$ cat src/rtl/b62_pkg.sv
`timescale 1ns / 1ps
`default_nettype none
package b62_pkg;
    localparam int unsigned RADIX = 62;
    localparam int unsigned DIGIT_W = 6;
    localparam int unsigned CHAR_W = 7;
    localparam int unsigned HALF_W = 64;

    typedef logic [DIGIT_W-1:0] t_digit;
    typedef logic [CHAR_W-1:0] t_char;

    function automatic t_char digit_to_char(input t_digit d);
        t_char c;
        c = t_char'(7'd48);
        case (d) inside
            [6'd0:6'd9]:   c = t_char'(7'd48 + {1'b0, d});
            [6'd10:6'd35]: c = t_char'(7'd97 + {1'b0, d} - 7'd10);
            [6'd36:6'd61]: c = t_char'(7'd65 + {1'b0, d} - 7'd36);
            default:       c = t_char'(7'd48);
        endcase
        return c;
    endfunction
endpackage
`default_nettype wire

$ cat src/rtl/b62_if.sv
`timescale 1ns / 1ps
`default_nettype none
interface b62_id_if;
    logic        valid;
    logic        ready;
    logic [63:0] id_high;
    logic [63:0] id_low;
    modport source (output valid, output id_high, output id_low, input ready);
    modport sink (input valid, input id_high, input id_low, output ready);
endinterface

interface b62_char_if;
    logic       valid;
    logic       ready;
    logic [6:0] char_code;
    logic       last_char;
    modport source (output valid, output char_code, output last_char, input ready);
    modport sink (input valid, input char_code, input last_char, output ready);
endinterface
`default_nettype wire

$ cat src/rtl/id128_to_base62_text.sv
`timescale 1ns / 1ps
`default_nettype none
// channel   dir  payload                 handshake
// s_id      in   id_high[64] id_low[64]  valid/ready
// m_char    out  char_code[7] last_char  valid/ready
// a row of DIGIT_COUNT digit cells converts by doubling: the id enters cell 0
// msb first and carries move up one cell per cycle; the conversion is followed by
// DIGIT_COUNT character transactions, one per cycle when m_char is ready.
// synchronous active-low reset returns to idle; input is taken only when idle.
module id128_to_base62_text #(
    parameter int unsigned DIGIT_COUNT = 22
) (
    input  wire logic  i_clk,
    input  wire logic  i_rst_n,
    b62_id_if.sink     s_id,
    b62_char_if.source m_char
);
    import b62_pkg::*;
    localparam int unsigned CW = $clog2(DIGIT_COUNT);
    localparam int unsigned BITS = 2 * HALF_W;
    localparam int unsigned BW = $clog2(BITS + DIGIT_COUNT);
    localparam int unsigned DIV_LAST = BITS + DIGIT_COUNT - 2;

    typedef enum logic [2:0] {
        S_IDLE = 3'b001,
        S_DIV  = 3'b010,
        S_OUT  = 3'b100
    } t_state;

    t_state              r_state;
    logic [BITS-1:0]     r_shift;
    logic [BW-1:0]       r_bitcnt;
    logic [CW-1:0]       r_charcnt;
    logic [DIGIT_COUNT:0] w_carry;
    logic [DIGIT_COUNT:0] w_ena;
    t_digit              w_digit [DIGIT_COUNT];
    logic                w_clear;
    logic                w_en;
    logic                w_feed;
    logic                w_done;

    assign w_clear = (r_state == S_IDLE);
    assign w_en    = (r_state == S_DIV);
    assign w_feed  = w_en && (r_bitcnt < BW'(BITS));
    assign w_done  = w_en && (r_bitcnt == BW'(DIV_LAST));
    assign w_carry[0] = r_shift[BITS-1];
    assign w_ena[0]   = w_feed;

    // cell 0 holds the least significant digit
    genvar g;
    generate
        for (g = 0; g < DIGIT_COUNT; g++) begin : g_cell
            b62_cell u_cell (
                .i_clk   (i_clk),
                .i_clear (w_clear),
                .i_en    (w_ena[g]),
                .i_carry (w_carry[g]),
                .o_en    (w_ena[g+1]),
                .o_carry (w_carry[g+1]),
                .o_digit (w_digit[g])
            );
        end
    endgenerate

    assign s_id.ready       = (r_state == S_IDLE);
    assign m_char.valid     = (r_state == S_OUT);
    assign m_char.char_code = digit_to_char(w_digit[r_charcnt]);
    assign m_char.last_char = (r_charcnt == '0);

    always_ff @(posedge i_clk) begin
        if (!i_rst_n) begin
            r_state   <= S_IDLE;
            r_bitcnt  <= '0;
            r_charcnt <= '0;
        end else begin
            case (r_state)
                S_IDLE: begin
                    if (s_id.valid) begin
                        r_state  <= S_DIV;
                        r_bitcnt <= '0;
                    end
                end
                S_DIV: begin
                    r_bitcnt <= r_bitcnt + 1'b1;
                    if (w_done) begin
                        r_state   <= S_OUT;
                        r_charcnt <= CW'(DIGIT_COUNT - 1);
                    end
                end
                S_OUT: begin
                    if (m_char.ready) begin
                        if (r_charcnt == '0) begin
                            r_state <= S_IDLE;
                        end else begin
                            r_charcnt <= r_charcnt - 1'b1;
                        end
                    end
                end
                default: r_state <= S_IDLE;
            endcase
        end
    end

    always_ff @(posedge i_clk) begin
        if (r_state == S_IDLE) begin
            r_shift <= {s_id.id_high, s_id.id_low};
        end else if (w_en) begin
            r_shift <= {r_shift[BITS-2:0], 1'b0};
        end
    end
endmodule
`default_nettype wire

$ cat src/rtl/b62_cell.sv
`timescale 1ns / 1ps
`default_nettype none
// one base-62 digit: doubles itself plus the carry from the cell below
module b62_cell (
    input  wire logic                  i_clk,
    input  wire logic                  i_clear,
    input  wire logic                  i_en,
    input  wire logic                  i_carry,
    output logic                       o_en,
    output logic                       o_carry,
    output b62_pkg::t_digit            o_digit
);
    import b62_pkg::*;
    logic [DIGIT_W:0] w_trial;
    logic             w_wrap;
    t_digit           r_digit;
    t_digit           n_digit;
    logic             r_en;
    logic             r_carry;

    assign w_trial = {r_digit, i_carry};
    assign w_wrap  = (w_trial >= (DIGIT_W+1)'(RADIX));

    always_comb begin
        if (w_wrap) begin
            n_digit = t_digit'(w_trial - (DIGIT_W+1)'(RADIX));
        end else begin
            n_digit = t_digit'(w_trial);
        end
    end

    always_ff @(posedge i_clk) begin
        if (i_clear) begin
            r_digit <= '0;
            r_en    <= 1'b0;
            r_carry <= 1'b0;
        end else begin
            r_en    <= i_en;
            r_carry <= i_en && w_wrap;
            if (i_en) begin
                r_digit <= n_digit;
            end
        end
    end
    assign o_en    = r_en;
    assign o_carry = r_carry;
    assign o_digit = r_digit;
endmodule
`default_nettype wire

$ cat src/flat_wrapper.sv
// flat-port wrapper written by rule: the top's interface ports become plain ports
module id128_to_base62_text_flat import b62_pkg::*;
#(
    parameter int unsigned DIGIT_COUNT = 22
)
  (i_clk, i_rst_n, s_id_valid, s_id_id_high, s_id_id_low, s_id_ready, m_char_valid, m_char_char_code, m_char_last_char, m_char_ready);
  b62_id_if s_id_i ();
  b62_char_if m_char_i ();
  input  wire logic i_clk;
  input  wire logic i_rst_n;
  input wire logic [$bits(s_id_i.valid)-1:0] s_id_valid;
  input wire logic [$bits(s_id_i.id_high)-1:0] s_id_id_high;
  input wire logic [$bits(s_id_i.id_low)-1:0] s_id_id_low;
  output wire logic [$bits(s_id_i.ready)-1:0] s_id_ready;
  output wire logic [$bits(m_char_i.valid)-1:0] m_char_valid;
  output wire logic [$bits(m_char_i.char_code)-1:0] m_char_char_code;
  output wire logic [$bits(m_char_i.last_char)-1:0] m_char_last_char;
  input wire logic [$bits(m_char_i.ready)-1:0] m_char_ready;
  assign s_id_i.valid = s_id_valid;
  assign s_id_i.id_high = s_id_id_high;
  assign s_id_i.id_low = s_id_id_low;
  assign s_id_ready = s_id_i.ready;
  assign m_char_valid = m_char_i.valid;
  assign m_char_char_code = m_char_i.char_code;
  assign m_char_last_char = m_char_i.last_char;
  assign m_char_i.ready = m_char_ready;
  id128_to_base62_text #(.DIGIT_COUNT(DIGIT_COUNT)) u_core (.i_clk(i_clk), .i_rst_n(i_rst_n), .s_id(s_id_i), .m_char(m_char_i));
endmodule
$ cat config.mk
export PLATFORM = sky130hd
export DESIGN_NAME = id128_to_base62_text_flat
export DESIGN_NICKNAME = d
export VERILOG_FILES = /design/src/rtl/b62_pkg.sv /design/src/rtl/b62_if.sv /design/src/rtl/id128_to_base62_text.sv /design/src/rtl/b62_cell.sv /design/src/flat_wrapper.sv
export SDC_FILE = /design/constraint.sdc
export NUM_CORES = 1
export LEC_CHECK = 0
export ABC_CLOCK_PERIOD_IN_PS = 5700
export BUFFER_PORTS_ARGS = -buffer_cell sky130_fd_sc_hd__buf_4
export CORE_MARGIN = 4
export CORE_UTILIZATION = 30
export CTS_BUF_LIST = sky130_fd_sc_hd__clkbuf_4
export CTS_CLUSTER_SIZE = 10
export DETAILED_ROUTE_END_ITERATION = 16
export GPL_ROUTABILITY_DRIVEN = 0
export GPL_TIMING_DRIVEN = 0
export MAX_ROUTING_LAYER = met4
export PLACE_DENSITY = 0.57
export REMOVE_ABC_BUFFERS = 1
export SYNTH_ARGS = -nofsm -noshare
export SYNTH_HDL_FRONTEND = slang
export SYNTH_HIERARCHICAL = 1
export SYNTH_SLANG_ARGS = --single-unit
$ cat constraint.sdc
create_clock -name i_clk -period 5.7 [get_ports i_clk]
set_input_delay 0.57 -clock i_clk [delete_from_list [all_inputs] [get_ports i_clk]]
set_output_delay 0.57 -clock i_clk [all_outputs]
set_load 0.05 [all_outputs]
==> results.yml, run 1 <==
place:
  port_buffers: 141
  detailed_place_hpwl_mm: 27.4
  pre_cts_ws_ps: 762
sta:
  slew_violations: 0
  slew-limit-headroom: 0.367
  clock_skew_ps: 62.1
  finalHoldViolCount: 0
  hold-worst-slack_ps: 112
  worst_slew_pin_slew_ps: 950
  period_minus_slack_ps: 5440
  rsz0062_at_grt: "no"
  fin_ws_ps: 258
  fin_crit_sh: 0.955
  clock.fmax_mhz: 184
  setup_violations: 0
logic_synthesis:
  yosys_warnings: 6
  synthCells: 1789
  syn-cell-area_mm2: 0.0168
  synth.avg_cell_area_um2: 9.37
setup_path:
  cp_cell_sequence: "buf_12 -> mux4_2 -> a22oi_1 -> nor2_1 -> nor3_4 -> inv_1 -> ha_1 -> or2_2 -> a311o_1 -> o21a_1 -> a2bb2oi_1 -> and2_0 -> o22ai_1 -> buf_4"
  path_class: "reg -> out"
  cp.buffers_inverters: 3
  rrSetupSlack_ps: 2610
  cpPeakStageDelay_ps: 530
  critPathMaxFanout: 28
  crit_slowest_cell: "mux4_2"
  critPathTopFamily: "compound AO/OA/AOI/OAI gates"
  r2r_cells: 7
  crit_arrival_ps: 4870
  worstPathRequired_ps: 5130
  endpoint_kind: "output port"
  r2r_end: "u_core/g_cell[6].u_cell/o_digit[4]$_SDFFE_PP0P_"
  r2r-start: "u_core/r_state[2]$_SDFFE_PN0P_"
  startpoint_type: "flop"
clocking:
  worstSkewPairLatency_ps: 730
  cts_buffer_depth: 3
  htreeDepth: 3
  post_cts_buffers: 0
  clkSinkCount: 318
  numCtsBuffers: 89
  clkSlewWorstSetupHoldPaths_ps: 70
  cts_root_buffer: "clkbuf_4"
  cts_tree: "yes"
hold_path:
  worstHoldEndpoint: "u_core/r_shift[17]$_DFFE_PN_"
  hold_depth: 3
  hp-class: "in -> reg"
  holdCritStartpoint: "s_id_id_low[17]"
route:
  drtPass1Iterations: 5
  final_antenna_net_count: 0
  first_iter_violations: 980
  drc_errors: 0
  routed_wl_mm: 42.0
  vias: 14200
  wl_per_cell_um: 15.0
  via_per_inst: 5.07
global_routing:
  grt_pass1_vias: 13800
  grt.total_usage: 0.141
  grt_pass1_wl_mm: 69.8
  overflow: 0
  grt_antenna_before_repair: 2
  grt_max_degree: 162
die:
  die_h_um: 244
  rows: 86
  die_area_mm2: 0.0597
  core_mm2: 0.0552
  initial_core_util: 0.304
  pin_count: 142
  die_w_um: 244
pwr:
  p_sw_mw: 1.80
  intPower_mw: 4.39
  p_comb_frac: 0.168
  clock_power_share: 0.346
  cellLeakagePower_nw: 7.85
  ir_worst_vdd_mv: 0.190
  seqPwrFrac: 0.486
  p_per_area_mw_per_mm2: 309
  netSwitchingFraction: 0.291
layout:
  drive_above_1_share: 0.194
  nNetsFinal: 2147
  areaGrowthSynthToFinish_pct: 19.4
status:
  status: "complete, no violations"
job:
  maxCapViolCount: 0
-- registers in the layout, summed over array words and instances, names as in the netlist --
| name | count |
|---|---|
| u_core/r_shift | 128 |
| u_core/r_state | 3 |
| u_core/r_charcnt | 5 |
| u_core/g_cell.u_cell/o_digit | 132 |
| u_core/g_cell.u_cell/o_carry | 21 |
| u_core/g_cell.u_cell/o_en | 21 |
| u_core/r_bitcnt | 8 |
-- worst max path at each step --
stage	end	depth (start not counted)	startpoint	slack, ps
floorplan	u_core/r_bitcnt[2]$_SDFFE_PN0P_	7	u_core/r_state[2]$_SDFFE_PN0P_	-2670
global placement	u_core/g_cell[16].u_cell/o_digit[4]$_SDFFE_PP0P_	6	u_core/r_state[2]$_SDFFE_PN0P_	-8740
detailed placement	m_char_char_code[5]	13	u_core/r_charcnt[2]$_SDFFE_PN0P_	760
CTS	m_char_char_code[5]	14	u_core/r_charcnt[0]$_SDFFE_PN0P_	20
global route	m_char_char_code[4]	14	u_core/r_charcnt[0]$_SDFFE_PN0P_	30
finish	m_char_char_code[4]	14	u_core/r_charcnt[0]$_SDFFE_PN0P_	260
-- cell usage in the layout (no fill, tap or decap), types with 37 or more instances in the layout --
cell type and n:
nand2_1 466, dfxtp_1 187, clkbuf_4 142, buf_4 141
edfxtp_1 128, nand3_1 97, inv_1 81, nor2_1 69
a21oi_1 60, o21ai_0 58, nor3b_1 46, dlygate4sd3_1 45
mux2i_1 37
-- worst reg2reg max path: cells and delay by family (launching register included) --
kind	cells	cell delay [ps]
AOI/OAI and AO/OA	2	340
and+or+nand+nor	3	1000
buffers and inverters	2	1240
DFF	1	340
-- power by group through the flow --
stage / sequential (mW) / combinational (mW) / clock [mW]
6_report: 3.01 / 1.04 / 2.15
5_1_grt: 3.04 / 1.19 / 2.39
4_1_cts: 3.01 / 1.06 / 2.25
3_5_place_dp: 3.06 / 1.03 / 0
3_3_place_gp: 3.10 / 1.08 / 0
2_1_floorplan: 3.05 / 0.737 / 0
-- per-stage QoR --
stage | TNS [ps] | util | cell area [um^2] | power [mW] | cells
final | 0 | 0.363 | 20000 | 6.19 | 2803
after global routing | 0 | 0.363 | 20000 | 6.62 | 2803
after CTS | 0 | 0.362 | 20000 | 6.33 | 2801
after detailed placement | 0 | 0.333 | 18400 | 4.09 | 2594
after global placement | -3266550 | 0.330 | 18200 | 4.18 | 2589
after floorplan | -816220 | - | 16200 | 3.79 | 1700
-- per-layer routing --
metal | up-vias | part of all wire | global-route usage
met4 | 0 | 0.025 | 0.0522
met3 | 75 | 0.059 | 0.0320
met5 | - | 0 | -
met1 | 6758 | 0.47 | 0.189
met2 | 385 | 0.45 | 0.210
li1 | 7000 | - | -
-- timing repair --
action | CTS | global route
endpoints found under the setup margin | 3 | 3
hold endpoints to repair | 45 | 0
resized for setup | 2 | 2
hold buffers | 45 | 0
-- layout make-up --
cell class	instances	area (um^2)
Fill cell	5590	35200
Multi-Input combinational cell	1299	8300
Sequential cell	318	7650
Timing Repair Buffer	191	1630
Clock buffer	142	1070
Tap cell	748	936
Inverter	83	319
Clock inverter	20	106
Antenna cell	2	5.00
Power figures use the tool's default switching activity.
==> run 2, diff against run 1 <==
- CORE_UTILIZATION: 30 -> 45
- PLACE_DENSITY: 0.57 -> 0.74
==> results.yml, run 2 (synthesis gave the netlist of run 1 again) <==
status:
  status: "complete, no violations"
layout:
  fin_area_mm2: 0.0191
  drive_above_1_share: 0.194
  largest_reg_flops: 132
  final_common_cell: "nand2_1"
  nFillCells: 3306
  layout_common_cells: "466 x nand2_1, 187 x dfxtp_1, 141 x buf_4"
  final_util: 0.521
  finalNonFillerCells: 2465
  areaGrowthSynthToFinish_pct: 14.1
  nNetsFinal: 2098
pwr:
  clock_power_share: 0.334
  cellLeakagePower_nw: 7.60
  total_power_mw: 6.03
  netSwitchingFraction: 0.288
  seqPwrFrac: 0.497
  p_sw_mw: 1.74
  p_per_area_mw_per_mm2: 315
  intPower_mw: 4.29
  p_comb_frac: 0.168
  ir_worst_vdd_mv: 0.179
route:
  drc_errors: 0
  final_antenna_net_count: 0
  wl_per_cell_um: 15.6
  routed_wl_mm: 38.4
  drtPass1Iterations: 7
  first_iter_violations: 1051
  via_per_inst: 5.67
  vias: 14000
die:
  initial_core_util: 0.457
  core_mm2: 0.0367
  die_w_um: 201
  pin_count: 142
  die_area_mm2: 0.0404
  die_h_um: 201
  rows: 70
sta:
  tns_ps: 0
  fin_ws_ps: 317
  period_minus_slack_ps: 5380
  clock.fmax_mhz: 186
  rsz0062_at_grt: "no"
  setup_violations: 0
  fin_crit_sh: 0.944
  worst_slew_pin_slew_ps: 847
  slew_violations: 0
  finalHoldViolCount: 0
  clock_skew_ps: 50.3
  slew-limit-headroom: 0.435
  hold-worst-slack_ps: 131
place:
  place_inst: 2314
  place_area_mm2: 0.0180
  pre_cts_ws_ps: 898
  port_buffers: 141
  detailed_place_hpwl_mm: 25.5
global_routing:
  grt_max_degree: 159
  overflow: 0
  grt_pass1_vias: 13200
  grt.total_usage: 0.186
  grt_antenna_before_repair: 1
  grt_pass1_wl_mm: 63.1
clocking:
  post_cts_buffers: 0
  clkSlewWorstSetupHoldPaths_ps: 70
  cts_buffer_depth: 3
  cts_tree: "yes"
  clkSinkCount: 318
  worstSkewPairLatency_ps: 700
  cts_root_buffer: "clkbuf_4"
  numCtsBuffers: 85
  htreeDepth: 3
job:
  maxCapViolCount: 0
setup_path:
  startpoint_type: "flop"
  worstPathRequired_ps: 5130
  path_class: "reg -> out"
  critPathMaxFanout: 33
  endpoint_kind: "output port"
  crit_arrival_ps: 4810
  rrSetupSlack_ps: 2300
hold_path:
  hp-class: "in -> reg"
==> run 2: layout make-up <==
| type | count | area (um^2) | area share |
|---|---|---|---|
| Antenna cell | 1 | 2.50 | 0.000131 |
| Clock buffer | 131 | 983 | 0.0514 |
| Clock inverter | 19 | 111 | 0.00582 |
| Inverter | 83 | 319 | 0.0167 |
| Multi-Input combinational cell | 1299 | 8290 | 0.434 |
| Sequential cell | 318 | 7650 | 0.400 |
| Tap cell | 468 | 586 | 0.0306 |
| Timing Repair Buffer | 146 | 1170 | 0.0614 |
==> run 2: worst paths after layout <==
path / start / endpoint / depth (start not counted)
worst max-delay path: u_core/r_charcnt[0]$_SDFFE_PN0P_ / m_char_char_code[5] / 14
worst min-delay path: s_id_id_low[12] / u_core/r_shift[12]$_DFFE_PN_ / 3
worst max register to register: u_core/r_state[2]$_SDFFE_PN0P_ / u_core/r_bitcnt[2]$_SDFFE_PN0P_ / 9
worst min register to register: u_core/r_shift[53]$_DFFE_PN_ / u_core/r_shift[54]$_DFFE_PN_ / 2
==> run 2: routing by layer <==
metal / up-vias / share of wire / track usage
met4: 0 / 0.023 / 0.0622
met2: 444 / 0.45 / 0.283
met3: 73 / 0.065 / 0.0410
met1: 6595 / 0.46 / 0.247
li1: 6867 / - / -
met5: - / 0 / -
==> run 2: critical path: stages (launching register included) <==
cell and delay (ps):
dfxtp_2 420, buf_12 250, mux4_2 550, a22oi_1 260, nor2_1 90, nor3_2 440, inv_1 150, ha_1 310
or2_2 320, a311o_1 340, o21ai_1 230, a32oi_1 200, xnor2_1 170, a22oi_1 150, buf_4 220
==> run 2: repair_timing <==
| item | 4_1_cts | 5_1_grt |
|---|---|---|
| hold buffers | 0 | 0 |
| gates resized for setup | 0 | 2 |
| endpoints found under the setup margin | 0 | 4 |
==> run 2: power groups by stage <==
stage / combinational [mW] / clock, mW / sequential (mW)
floorplan: 0.737 / 0 / 3.05
global route: 1.15 / 2.22 / 3.03
detailed placement: 1.02 / 0 / 3.05
CTS: 1.03 / 2.10 / 3.00
global placement: 1.06 / 0 / 3.10
finish: 1.01 / 2.02 / 3.00
